**src/hw/rtl/nsd_pkg.sv**
```systemverilog
`timescale 1ns / 1ps
package nsd_pkg;

    localparam int MAX_HEADER_BYTES_DEF = 21;
    localparam int LENGTH_WIDTH_DEF     = 32;

    localparam int BYTE_W = 8;
    localparam int KIND_W = 2;
    localparam int MLEN_W = 32;
    localparam int CFG_W  = 32;

    localparam logic [CFG_W-1:0] MAX_PAYLOAD_RST = 32'd4096;

    localparam logic [BYTE_W-1:0] CH_COLON = 8'h3A;
    localparam logic [BYTE_W-1:0] CH_COMMA = 8'h2C;
    localparam logic [BYTE_W-1:0] CH_ZERO  = 8'h30;
    localparam logic [BYTE_W-1:0] CH_NINE  = 8'h39;

    typedef enum logic [1:0] {
        PH_HEADER  = 2'd0,
        PH_PAYLOAD = 2'd1,
        PH_TRAILER = 2'd2
    } t_phase;

    typedef enum logic [KIND_W-1:0] {
        K_BYTE = 2'd0,
        K_DONE = 2'd1,
        K_BAD  = 2'd2,
        K_LONG = 2'd3
    } t_kind;

    // word held in the input register
    typedef struct packed {
        logic              vld;
        logic [BYTE_W-1:0] data;
    } t_byte_word;

endpackage

```
**src/hw/rtl/nsd_if.sv**
```systemverilog
`timescale 1ns / 1ps
interface nsd_rx_if;
    import nsd_pkg::*;

    logic              valid;
    logic              ready;
    logic [BYTE_W-1:0] rx_byte;

    modport source (output valid, output rx_byte, input ready);
    modport sink   (input valid, input rx_byte, output ready);
endinterface

interface nsd_res_if;
    import nsd_pkg::*;

    logic              valid;
    logic              ready;
    logic [KIND_W-1:0] kind;
    logic [BYTE_W-1:0] payload_byte;
    logic [MLEN_W-1:0] message_length;

    modport source (output valid, output kind, output payload_byte, output message_length,
                    input ready);
    modport sink   (input valid, input kind, input payload_byte, input message_length,
                    output ready);
endinterface

```
**src/hw/rtl/netstring_deframer_top.sv**
```systemverilog
`timescale 1ns / 1ps
// Netstring deframer: takes one received byte per word on i_rx and returns at most one
// result word on o_res (payload byte, message complete with its declared length,
// ill-formed, or too long); digits and an accepted colon give no result. It takes a
// byte every cycle while o_res keeps up: the byte sits in an input register, then
// the header check, multiply-by-ten add and count logic update the frame state and
// load the result register, from which the result is valid on o_res. Input ready
// drops only while the result register holds a word that o_res does not take. Write
// max_payload through i_cfg_we / i_cfg_wdata only while the block is idle.
module netstring_deframer_top #(
    parameter int MAX_HEADER_BYTES = nsd_pkg::MAX_HEADER_BYTES_DEF,
    parameter int LENGTH_WIDTH     = nsd_pkg::LENGTH_WIDTH_DEF
) (
    input  logic                      i_clk,
    input  logic                      i_rst_n,
    input  logic                      i_cfg_we,
    input  logic [nsd_pkg::CFG_W-1:0] i_cfg_wdata,
    nsd_rx_if.sink                    i_rx,
    nsd_res_if.source                 o_res
);
    import nsd_pkg::*;

    logic [CFG_W-1:0] r_max_payload;
    t_byte_word       w_word;
    logic             w_take;

    always_ff @(posedge i_clk) begin
        if (!i_rst_n) begin
            r_max_payload <= MAX_PAYLOAD_RST;
        end else if (i_cfg_we) begin
            r_max_payload <= i_cfg_wdata;
        end
    end

    nsd_in_stage u_in_stage (
        .i_clk   (i_clk),
        .i_rst_n (i_rst_n),
        .i_rx    (i_rx),
        .i_take  (w_take),
        .o_word  (w_word)
    );

    nsd_engine #(
        .MAX_HEADER_BYTES (MAX_HEADER_BYTES),
        .LENGTH_WIDTH     (LENGTH_WIDTH)
    ) u_engine (
        .i_clk         (i_clk),
        .i_rst_n       (i_rst_n),
        .i_word        (w_word),
        .i_max_payload (r_max_payload),
        .o_take        (w_take),
        .o_res         (o_res)
    );

endmodule

```
**src/hw/rtl/nsd_in_stage.sv**
```systemverilog
`timescale 1ns / 1ps
module nsd_in_stage (
    input  logic                i_clk,
    input  logic                i_rst_n,
    nsd_rx_if.sink              i_rx,
    input  logic                i_take,
    output nsd_pkg::t_byte_word o_word
);
    import nsd_pkg::*;

    logic              r_vld;
    logic [BYTE_W-1:0] r_data;
    logic              w_load;

    // register is free when empty or being drained this cycle
    assign w_load     = !r_vld || i_take;
    assign i_rx.ready = w_load;

    always_ff @(posedge i_clk) begin
        if (!i_rst_n) begin
            r_vld <= 1'b0;
        end else if (w_load) begin
            r_vld <= i_rx.valid;
        end
    end

    always_ff @(posedge i_clk) begin
        if (w_load && i_rx.valid) begin
            r_data <= i_rx.rx_byte;
        end
    end

    assign o_word.vld  = r_vld;
    assign o_word.data = r_data;

endmodule

```
**src/hw/rtl/nsd_engine.sv**
```systemverilog
`timescale 1ns / 1ps
module nsd_engine #(
    parameter int MAX_HEADER_BYTES = nsd_pkg::MAX_HEADER_BYTES_DEF,
    parameter int LENGTH_WIDTH     = nsd_pkg::LENGTH_WIDTH_DEF
) (
    input  logic                      i_clk,
    input  logic                      i_rst_n,
    input  nsd_pkg::t_byte_word       i_word,
    input  logic [nsd_pkg::CFG_W-1:0] i_max_payload,
    output logic                      o_take,
    nsd_res_if.source                 o_res
);
    import nsd_pkg::*;

    localparam int HCW   = $clog2(MAX_HEADER_BYTES + 1);
    localparam int LW    = LENGTH_WIDTH;
    localparam int CMP_W = (LW > CFG_W) ? LW : CFG_W;

    t_phase            r_phase, n_phase;
    logic [HCW-1:0]    r_cnt, n_cnt;
    logic [LW-1:0]     r_len, n_len;
    logic [LW-1:0]     r_rem, n_rem;

    logic              r_out_vld;
    t_kind             r_out_kind;
    logic [BYTE_W-1:0] r_out_byte;
    logic [MLEN_W-1:0] r_out_len;

    logic              w_fire;
    logic              w_res_vld;
    t_kind             w_res_kind;
    logic [BYTE_W-1:0] w_res_byte;
    logic [MLEN_W-1:0] w_res_len;

    logic              w_is_digit;
    logic              w_is_colon;
    logic [3:0]        w_digit;
    logic [HCW-1:0]    w_cnt_inc;
    logic [LW+3:0]     w_acc;
    logic [LW-1:0]     w_acc_sat;
    logic [CMP_W-1:0]  w_len_ext;
    logic [CMP_W-1:0]  w_max_ext;

    assign w_fire = i_word.vld && (!r_out_vld || o_res.ready);
    assign o_take = w_fire;

    assign w_is_digit = (i_word.data >= CH_ZERO) && (i_word.data <= CH_NINE);
    assign w_is_colon = (i_word.data == CH_COLON);
    assign w_digit    = 4'(i_word.data - CH_ZERO);
    assign w_cnt_inc  = r_cnt + HCW'(1);

    // len*10 + digit as (len<<3) + (len<<1) + digit, clamped to all ones
    assign w_acc = (LW+4)'({r_len, 3'b000}) + (LW+4)'({r_len, 1'b0}) + (LW+4)'(w_digit);
    assign w_acc_sat = (w_acc > (LW+4)'({LW{1'b1}})) ? {LW{1'b1}} : w_acc[LW-1:0];

    assign w_len_ext = CMP_W'(r_len);
    assign w_max_ext = CMP_W'(i_max_payload);

    always_comb begin
        n_phase    = r_phase;
        n_cnt      = r_cnt;
        n_len      = r_len;
        n_rem      = r_rem;
        w_res_vld  = 1'b0;
        w_res_kind = K_BYTE;
        w_res_byte = '0;
        w_res_len  = '0;
        case (r_phase)
            PH_PAYLOAD: begin
                n_rem      = r_rem - LW'(1);
                if (n_rem == '0) begin
                    n_phase = PH_TRAILER;
                end
                w_res_vld  = 1'b1;
                w_res_kind = K_BYTE;
                w_res_byte = i_word.data;
            end
            PH_TRAILER: begin
                n_phase   = PH_HEADER;
                n_cnt     = '0;
                n_len     = '0;
                n_rem     = '0;
                w_res_vld = 1'b1;
                if (i_word.data == CH_COMMA) begin
                    w_res_kind = K_DONE;
                    w_res_len  = w_len_ext[MLEN_W-1:0];
                end else begin
                    w_res_kind = K_BAD;
                end
            end
            default: begin
                // header phase, unused code lands here too
                if ((!w_is_digit && !w_is_colon) ||
                    (w_cnt_inc >= HCW'(MAX_HEADER_BYTES))) begin
                    n_phase    = PH_HEADER;
                    n_cnt      = '0;
                    n_len      = '0;
                    n_rem      = '0;
                    w_res_vld  = 1'b1;
                    w_res_kind = K_BAD;
                end else if (w_is_digit) begin
                    n_cnt = w_cnt_inc;
                    n_len = w_acc_sat;
                end else if (w_len_ext > w_max_ext) begin
                    n_phase    = PH_HEADER;
                    n_cnt      = '0;
                    n_len      = '0;
                    n_rem      = '0;
                    w_res_vld  = 1'b1;
                    w_res_kind = K_LONG;
                end else begin
                    n_cnt   = '0;
                    n_rem   = r_len;
                    n_phase = (r_len == '0) ? PH_TRAILER : PH_PAYLOAD;
                end
            end
        endcase
    end

    always_ff @(posedge i_clk) begin
        if (!i_rst_n) begin
            r_phase   <= PH_HEADER;
            r_cnt     <= '0;
            r_len     <= '0;
            r_rem     <= '0;
            r_out_vld <= 1'b0;
        end else begin
            if (w_fire) begin
                r_phase   <= n_phase;
                r_cnt     <= n_cnt;
                r_len     <= n_len;
                r_rem     <= n_rem;
                r_out_vld <= w_res_vld;
            end else if (o_res.ready) begin
                r_out_vld <= 1'b0;
            end
        end
    end

    always_ff @(posedge i_clk) begin
        if (w_fire && w_res_vld) begin
            r_out_kind <= w_res_kind;
            r_out_byte <= w_res_byte;
            r_out_len  <= w_res_len;
        end
    end

    assign o_res.valid          = r_out_vld;
    assign o_res.kind           = r_out_kind;
    assign o_res.payload_byte   = r_out_byte;
    assign o_res.message_length = r_out_len;

endmodule

```
**src/flat_wrapper.sv**
```systemverilog
// flat-port wrapper written by rule: the top's interface ports become plain ports
module netstring_deframer_top_flat import nsd_pkg::*;
#(
    parameter int MAX_HEADER_BYTES = nsd_pkg::MAX_HEADER_BYTES_DEF,
    parameter int LENGTH_WIDTH     = nsd_pkg::LENGTH_WIDTH_DEF
)
  (i_clk, i_rst_n, i_cfg_we, i_cfg_wdata, i_rx_valid, i_rx_rx_byte, i_rx_ready, o_res_valid, o_res_kind, o_res_payload_byte, o_res_message_length, o_res_ready);
  nsd_rx_if i_rx_i ();
  nsd_res_if o_res_i ();
  input  logic i_clk;
  input  logic i_rst_n;
  input  logic i_cfg_we;
  input  logic [nsd_pkg::CFG_W-1:0] i_cfg_wdata;
  input wire logic [$bits(i_rx_i.valid)-1:0] i_rx_valid;
  input wire logic [$bits(i_rx_i.rx_byte)-1:0] i_rx_rx_byte;
  output wire logic [$bits(i_rx_i.ready)-1:0] i_rx_ready;
  output wire logic [$bits(o_res_i.valid)-1:0] o_res_valid;
  output wire logic [$bits(o_res_i.kind)-1:0] o_res_kind;
  output wire logic [$bits(o_res_i.payload_byte)-1:0] o_res_payload_byte;
  output wire logic [$bits(o_res_i.message_length)-1:0] o_res_message_length;
  input wire logic [$bits(o_res_i.ready)-1:0] o_res_ready;
  assign i_rx_i.valid = i_rx_valid;
  assign i_rx_i.rx_byte = i_rx_rx_byte;
  assign i_rx_ready = i_rx_i.ready;
  assign o_res_valid = o_res_i.valid;
  assign o_res_kind = o_res_i.kind;
  assign o_res_payload_byte = o_res_i.payload_byte;
  assign o_res_message_length = o_res_i.message_length;
  assign o_res_i.ready = o_res_ready;
  netstring_deframer_top #(.MAX_HEADER_BYTES(MAX_HEADER_BYTES), .LENGTH_WIDTH(LENGTH_WIDTH)) u_core (.i_clk(i_clk), .i_rst_n(i_rst_n), .i_cfg_we(i_cfg_we), .i_cfg_wdata(i_cfg_wdata), .i_rx(i_rx_i), .o_res(o_res_i));
endmodule
```
**config.mk**
```make
export PLATFORM = sky130hd
export DESIGN_NAME = netstring_deframer_top_flat
export DESIGN_NICKNAME = d
export VERILOG_FILES = /design/src/hw/rtl/nsd_pkg.sv /design/src/hw/rtl/nsd_if.sv /design/src/hw/rtl/netstring_deframer_top.sv /design/src/hw/rtl/nsd_in_stage.sv /design/src/hw/rtl/nsd_engine.sv /design/src/flat_wrapper.sv
export SDC_FILE = /design/constraint.sdc
export NUM_CORES = 1
export LEC_CHECK = 0
export ABC_AREA = 1
export BUFFER_PORTS_ARGS = -buffer_cell sky130_fd_sc_hd__buf_2
export CAP_MARGIN = 25
export CORE_AREA = 2 2 133 167
export CTS_CLUSTER_SIZE = 40
export DETAILED_ROUTE_END_ITERATION = 8
export DIE_AREA = 0 0 135 169
export GPL_TIMING_DRIVEN = 0
export PLACE_DENSITY = 0.76
export SLEW_MARGIN = 40
export SYNTH_ARGS = -nofsm -noshare
export SYNTH_HDL_FRONTEND = slang
export SYNTH_HIERARCHICAL = 1
export SYNTH_SLANG_ARGS = --single-unit
```
**constraint.sdc**
```tcl
create_clock -name i_clk -period 3.11 [get_ports i_clk]
set_input_delay 0.1555 -clock i_clk [delete_from_list [all_inputs] [get_ports i_clk]]
set_output_delay 0.1555 -clock i_clk [all_outputs]
set_load 0.02 [all_outputs]
```
Word level (Yosys, flattened, before mapping)
Index checks and enable logic that the tools add are counted.
- bits in registers: 155
- latch bits: 0
- bits in writable memories: 0
- memory bits (read-only): 0
- input port bits: 45
- output and inout port bits: 44
- memories: 0
- $add $sub $neg: 5
- $mul: 0
- div/mod/pow operators: 0
- order comparisons: 5
- equality and inequality tests: 6
- shift operators: 0
- multiplexer cells: 28
- bitwise gates (word level): 1
- reduce and logical (&&, ||, !) cells: 20
- operators with widths (kind ; count):
    32-bit two-way mux ; 6
    32-bit case mux with 2 select lines ; 2
    32-bit zero test ; 2
    35-bit by 33-bit adder with 36-bit output ; 1
    36-bit by 4-bit adder with 36-bit output ; 1
    36-bit by 32-bit greater-than comparator with 1-bit output (second input constant) ; 1
    32-bit greater-than comparator ; 1
    32-bit by 1-bit subtractor with 32-bit output (second input constant) ; 1
    2-bit two-way mux ; 9
    8-bit by 6-bit == test with 1-bit output (second input constant) ; 2
    5-bit two-way mux ; 2
    5-bit case mux with 2 select lines ; 1
    8-bit by 6-bit greater-or-equal comparator with 1-bit output (second input constant) ; 1
    8-bit by 6-bit less-or-equal comparator with 1-bit output (second input constant) ; 1
    2-bit case mux with 2 select lines ; 2
    1-bit two-way mux ; 6
    2-bit AND reduction ; 3
    5-bit by 1-bit adder with 5-bit output (second input constant) ; 1
    5-bit greater-or-equal comparator (second input constant) ; 1
    1-bit logical AND ; 5
    1-bit zero test ; 4
    4-bit by 1-bit != test with 1-bit output (second input constant) ; 1
    4-bit by 1-bit subtractor with 4-bit output (second input constant) ; 1
    1-bit logical OR ; 3
    7 further kinds ; 7

Depth between registers and ports, before layout
- depth in word-level cells: 8
- gate-level depth with buffers: 18
- depth with buffers taken out: 18

Modules after synthesis
The synthesis kept the hierarchy.
- by module, submodules not included (module ; instances ; cells an instance ; area an instance (um^2) ; seq. area each (um^2)):
    nsd_engine ; 1 ; 1521 ; 9894.5 ; 2702.6
    netstring_deframer_top ; 1 ; 201 ; 1332.5 ; 640.6
    nsd_in_stage ; 1 ; 16 ; 299.0 ; 260.2

Worst setup path before layout
OpenSTA, ideal clock, no wires.
- path type: reg2reg
- start point: register u_core.u_engine.r_len[31]
- end point: register u_core.u_engine.r_out_kind[0] (netlist: u_core/u_engine/o_res.kind[0]) (enable)
- library setup time: 396 ps
- arrival time: 2539 ps
- slack: 175 ps
- stages on the path, launching flop included: 14
- period minus slack after synthesis: 2935 ps
- cells stage by stage: dfxtp_1 > ha_1 > nand2_1 > nor2_1 > nand2_1 > nor4_1 > nand2_1 > nand2_1 > nand2_1 > inv_1 > nand2_1 > nand2_1 > nand2_1 > inv_1
- cells in the longest elaborated chain, start to end: 6
- ends and longest elaborated chain (what ; RTL line ; RTL):
    start: declaration ; nsd_engine.sv:21 ; logic [LW-1:0] r_len, n_len;
    start signal: assignment ; nsd_engine.sv:131 ; r_len <= n_len;
    32-bit greater-than comparator ; nsd_engine.sv:104 ; end else if (w_len_ext > w_max_ext) begin
    1-bit two-way mux ; nsd_engine.sv:104 ;
    1-bit two-way mux ; nsd_engine.sv:101 ; end else if (w_is_digit) begin
    1-bit two-way mux ; nsd_engine.sv:93 ; if ((!w_is_digit && !w_is_colon) ||
    1-bit two-way mux ; nsd_engine.sv:68 ; case (r_phase)
    1-bit logical AND ; nsd_engine.sv:141 ; if (w_fire && w_res_vld) begin
    end signal: assignment ; nsd_engine.sv:142 ; r_out_kind <= w_res_kind;
    end: declaration ; nsd_engine.sv:25 ; t_kind r_out_kind;
No other way between the ends.
A chain may end at the register's enable or synchronous reset.

Worst setup path in the final report
- start point: register u_core.u_in_stage.r_data[1]
- end point: register u_core.u_engine.r_len[11]
- cells in the longest elaborated chain, start to end: 7
- ends and longest elaborated chain (what ; RTL line ; RTL):
    start: declaration ; nsd_in_stage.sv:12 ; logic [BYTE_W-1:0] r_data;
    start signal: assignment ; nsd_in_stage.sv:29 ; r_data <= i_rx.rx_byte;
    4-bit by 1-bit subtractor with 4-bit output, or another cell as far along ; nsd_engine.sv:49 ; assign w_digit = 4'(i_word.data - CH_ZERO);
    36-bit by 4-bit adder with 36-bit output or 1-bit logical AND (tied branches) ; nsd_engine.sv:53, nsd_engine.sv:47 ;
    36-bit by 32-bit greater-than comparator with 1-bit output or 1-bit zero test (tied branches) ; nsd_engine.sv:54, nsd_engine.sv:93 ;
    32-bit two-way mux or 1-bit logical AND (tied branches) ; nsd_engine.sv:54, nsd_engine.sv:93 ;
    32-bit two-way mux or 1-bit logical OR (tied branches) ; nsd_engine.sv:101, nsd_engine.sv:93 ;
    32-bit two-way mux * ; nsd_engine.sv:93 ;
    32-bit case mux with 2 select lines * ; nsd_engine.sv:68 ;
Mark *: on every way between the ends. The rest lies on a longest branch, timed or not.

==> results.py <==
metrics = {
    "logic_synthesis": {
        "async_flop_share": 0,
        "synth.avg_cell_area_sq_um": 6.63,
        "yosysTopAreaCell": "dfxtp_1",
        "synth_area_leaders": "dfxtp_1 (18%), nand2_1 (15%), edfxtp_1 (13%)",
        "yosysUniqueCellTypes": 43,
        "yosys_register_bits": 155,
        "synthCells": 1738,
        "synth-seq-area-share": 0.313,
        "synth_edf_count": 50,
        "synth_nets": 1886,
        "synth_flop_cell": "dfxtp_1",
        "synth_most_common_cell": "nand2_1",
        "synth_top_cell_area_share": 0.182,
        "netlist_area_sq_mm": 0.0115,
        "synth_common_cells": "nand2_1 (456), nor2_1 (261), inv_1 (209), a21oi_1 (159), nand3_1 (123)",
        "yosys_warnings": 6,
    },
    "floorplan": {
        "fp.dieW_microns": 135,
        "die_y_microns": 169,
        "die_area_sq_mm": 0.0228,
        "core-area_sq_mm": 0.0213,
        "start_util": 0.541,
        "row_count": 60,
        "io_pins": 89,
    },
    "pwr": {
        "seqPwrFrac": 0.425,
        "power.leakage_nw": 6.41,
        "ir_drop_mv": 0.421,
        "sw_frac_of_total": 0.305,
        "p_int_mw": 3.71,
        "p_per_area_mw_per_mm2": 397,
        "clkPwrFrac": 0.402,
        "combPwrFrac": 0.173,
        "total_power_mw": 5.34,
        "switchingPower_mw": 1.63,
    },
    "routing": {
        "dr_total_vias": 11900,
        "wirelength_microns": 35000,
        "drt_iter0_drc": 909,
        "ant_nets": 0,
        "dr.pass1.iters": 6,
        "post_drt_wl_per_cell_microns": 16.1,
        "drc": 0,
        "drt-vias-per-instance": 5.48,
    },
    "sta": {
        "clock_skew_ns": 0.0141,
        "fin_ws_ns": 0.127,
        "whs_ns": 0.00166,
        "setup_viol": 0,
        "clock.fmax_mhz": 335,
        "layout_min_cycle_time_ns": 2.98,
        "fin_tns_setup_ns": 0,
        "slew_viol_final": 0,
        "slew_headroom": 0.564,
        "fin_crit_sh": 0.959,
        "hold_viol": 0,
        "worst-slew-pin-transition_ns": 0.655,
    },
    "worst_setup_path": {
        "cp_data_arrival_time_ns": 3.28,
        "end_kind": "flip-flop",
        "r2r_slack_ns": 0.13,
        "critical_path.max_stage_delay_ns": 0.53,
        "start_kind": "flip-flop",
        "cpMaxStageDelayCell": "edfxtp_1",
        "critPathMaxFanout": 7,
        "startpoint": "u_core/u_in_stage/r_data[1]",
        "crit-reg2reg-capture": "u_core/u_engine/r_len[11]",
        "crit_type": "reg2reg",
        "crit_chain": "ha_1 > ha_4 > fa_2 > nand3_2 > nand2_2 > nand3_1 > nand2_2 > nand2_2 > nand2_4 > nand2_2 > nand2_1 > nand2_1 > nand2_2 > nor2_4 > buf_12 > buf_2 > nand3_1 > nand2_1 > a21oi_2",
        "rr_worst_depth": 19,
        "rr_startpoint": "u_core/u_in_stage/r_data[1]",
        "cp-endpoint": "u_core/u_engine/r_len[11]",
        "critPathMostFrequentCell": "nand2_2",
        "critPathRequiredTime_ns": 3.41,
    },
    "global_route": {
        "grt-busiest-layer": "met2",
        "grt_overflow": 0,
        "grt_pass1_vias": 11300,
        "gr-usage-met1": 0.337,
        "grt_usage": 0.304,
        "antenna_found_initial": 0,
        "grt_use_met3": 0.0443,
        "grt_use_met2": 0.552,
        "grt_pass1_wl_microns": 54600,
        "grt_max_degree": 43,
    },
    "place": {
        "port-buffer-count": 87,
        "place.gp.congestion": 0.963,
        "dp.cells": 2104,
        "placed_area_sq_mm": 0.0123,
        "dp_hpwl_microns": 26200,
        "place_ws_ns": -0.285,
    },
    "worst_hold_path": {
        "min_path_type": "in2reg",
    },
    "clock_network": {
        "clock-sinks": 155,
        "h-tree-depth": 4,
        "insertion_delay_ns": 0.44,
        "cts_buffers": 17,
        "path_clk_slew_ns": 0.07,
        "cts_root_buffer": "clkbuf_16",
        "tritoncts": "yes",
        "clock_path_buffers": 2,
    },
    "cells_and_area": {
        "drive_above_1_share": 0.152,
        "finalInstanceArea_sq_mm": 0.0134,
        "nFillCells": 2020,
        "final_cells": 2171,
        "final_nets": 2027,
        "diodes": 0,
        "areaGrowthSynthToFinish_pct": 16.5,
        "final_util": 0.630,
    },
    "flow_run": {
        "cap_violations": 0,
    },
    "status": {
        "status": "finished clean",
    },
}
worst max-delay path: cells and delay by family (launching register included):
family,cells,cell delay [ns]
simple gates,13,1.07
buf+inv,2,0.30
flops,1,0.53
fa+ha+maj,3,0.89
compound gates,1,0.05
flip-flops by register name (all words and copies together) (netlist names):
| signal | flops |
|---|---|
| u_core/u_engine/o_res.kind | 2 |
| u_core/u_engine/r_rem | 32 |
| u_core/u_engine/r_len | 32 |
| u_core/u_engine/o_res.valid | 1 |
| u_core/u_engine/r_cnt | 5 |
| u_core/u_engine/o_res.message_length | 32 |
| u_core/u_engine/o_res.payload_byte | 8 |
| u_core/u_in_stage/r_vld | 1 |
| u_core/u_in_stage/r_data | 8 |
| u_core/r_max_payload | 32 |
| u_core/u_engine/r_phase | 2 |
layer usage:
| metal | vias to the layer above | routed length, microns |
|---|---|---|
| li1 | 5912 | - |
| met1 | 5373 | 13500 |
| met2 | 452 | 17400 |
| met3 | 153 | 1860 |
| met4 | 0 | 2230 |
| met5 | - | 0 |
area by class of cell:
type,instances,area [sq um],area share
tap,279,349,0.0260
timing repair buffer,122,761,0.0566
clock buffer,17,425,0.0317
multi-input combinational,1304,6840,0.509
inverter,221,848,0.0632
sequential,155,3650,0.272
buffer,58,385,0.0287
clock inverter,15,173,0.0129
power groups by stage:
stage	Clock [mW]	Combinational, mW	Sequential (mW)
2_1_floorplan	0	0.612	2.33
3_3_place_gp	0	0.858	2.31
3_5_place_dp	0	0.873	2.31
4_1_cts	2.16	0.906	2.27
5_1_grt	2.24	1.04	2.28
6_report	2.14	0.926	2.27
worst min path at each step:
stage / endpoint / start / slack [ns] / depth (start not counted)
after CTS: u_core/r_max_payload[20] / i_cfg_wdata[20] / 0.001 / 5
after detailed placement: u_core/u_in_stage/r_data[1] / i_rx_rx_byte[1] / 0.33 / 1
final: u_core/r_max_payload[9] / i_cfg_wdata[9] / 0.002 / 5
after floorplan: u_core/u_in_stage/r_data[0] / i_rx_rx_byte[0] / 0.25 / 0
after global routing: u_core/r_max_payload[20] / i_cfg_wdata[20] / 0.02 / 5
after global placement: u_core/u_in_stage/r_data[5] / i_rx_rx_byte[5] / 0.34 / 1
cells in the final DEF (no fill, tap or decap), types with 3 or more instances in the layout:
cell type	netlist	routed
a21o_1	3	3
a21oi_1	159	153
a21oi_2	14	20
a31oi_1	13	13
buf_2	17	105
buf_4	6	14
buf_6	14	21
clkbuf_1	20	20
clkbuf_16	0	17
dfxtp_1	105	74
dfxtp_2	0	29
dlygate4sd3_1	0	18
edfxtp_1	50	50
ha_1	101	100
inv_1	209	207
inv_2	8	9
inv_6	0	8
nand2_1	456	439
nand2_2	7	22
nand2_4	1	3
nand3_1	123	120
nand3_2	0	3
nand3b_1	4	4
nand4_1	15	15
nor2_1	261	259
nor2_2	8	10
nor2_4	5	5
nor3_1	11	11
o21a_1	6	6
o21ai_0	35	35
o21ai_1	37	37
o21bai_1	6	6
xnor2_1	5	5
xor2_1	17	17
cells by family after synthesis:
family | after synthesis | share of synthesized area
adders and majority gates | 103 | 0.113
AOI/OAI and AO/OA | 277 | 0.130
and+or+nand+nor | 902 | 0.323
buffers and inverters | 279 | 0.104
xor gates and xnor gates | 22 | 0.0167
DFF | 155 | 0.313
repair_timing:
item / 4_1_cts / 5_1_grt
hold endpoints to repair: 18 / 0
pin swaps: 4 / 14
setup buffers: 6 / 7
endpoints found under the setup margin: 74 / 74
cloned: 0 / 4
hold buffers: 18 / 0
resized for setup: 19 / 66
(Power assumes the default switching activity.)
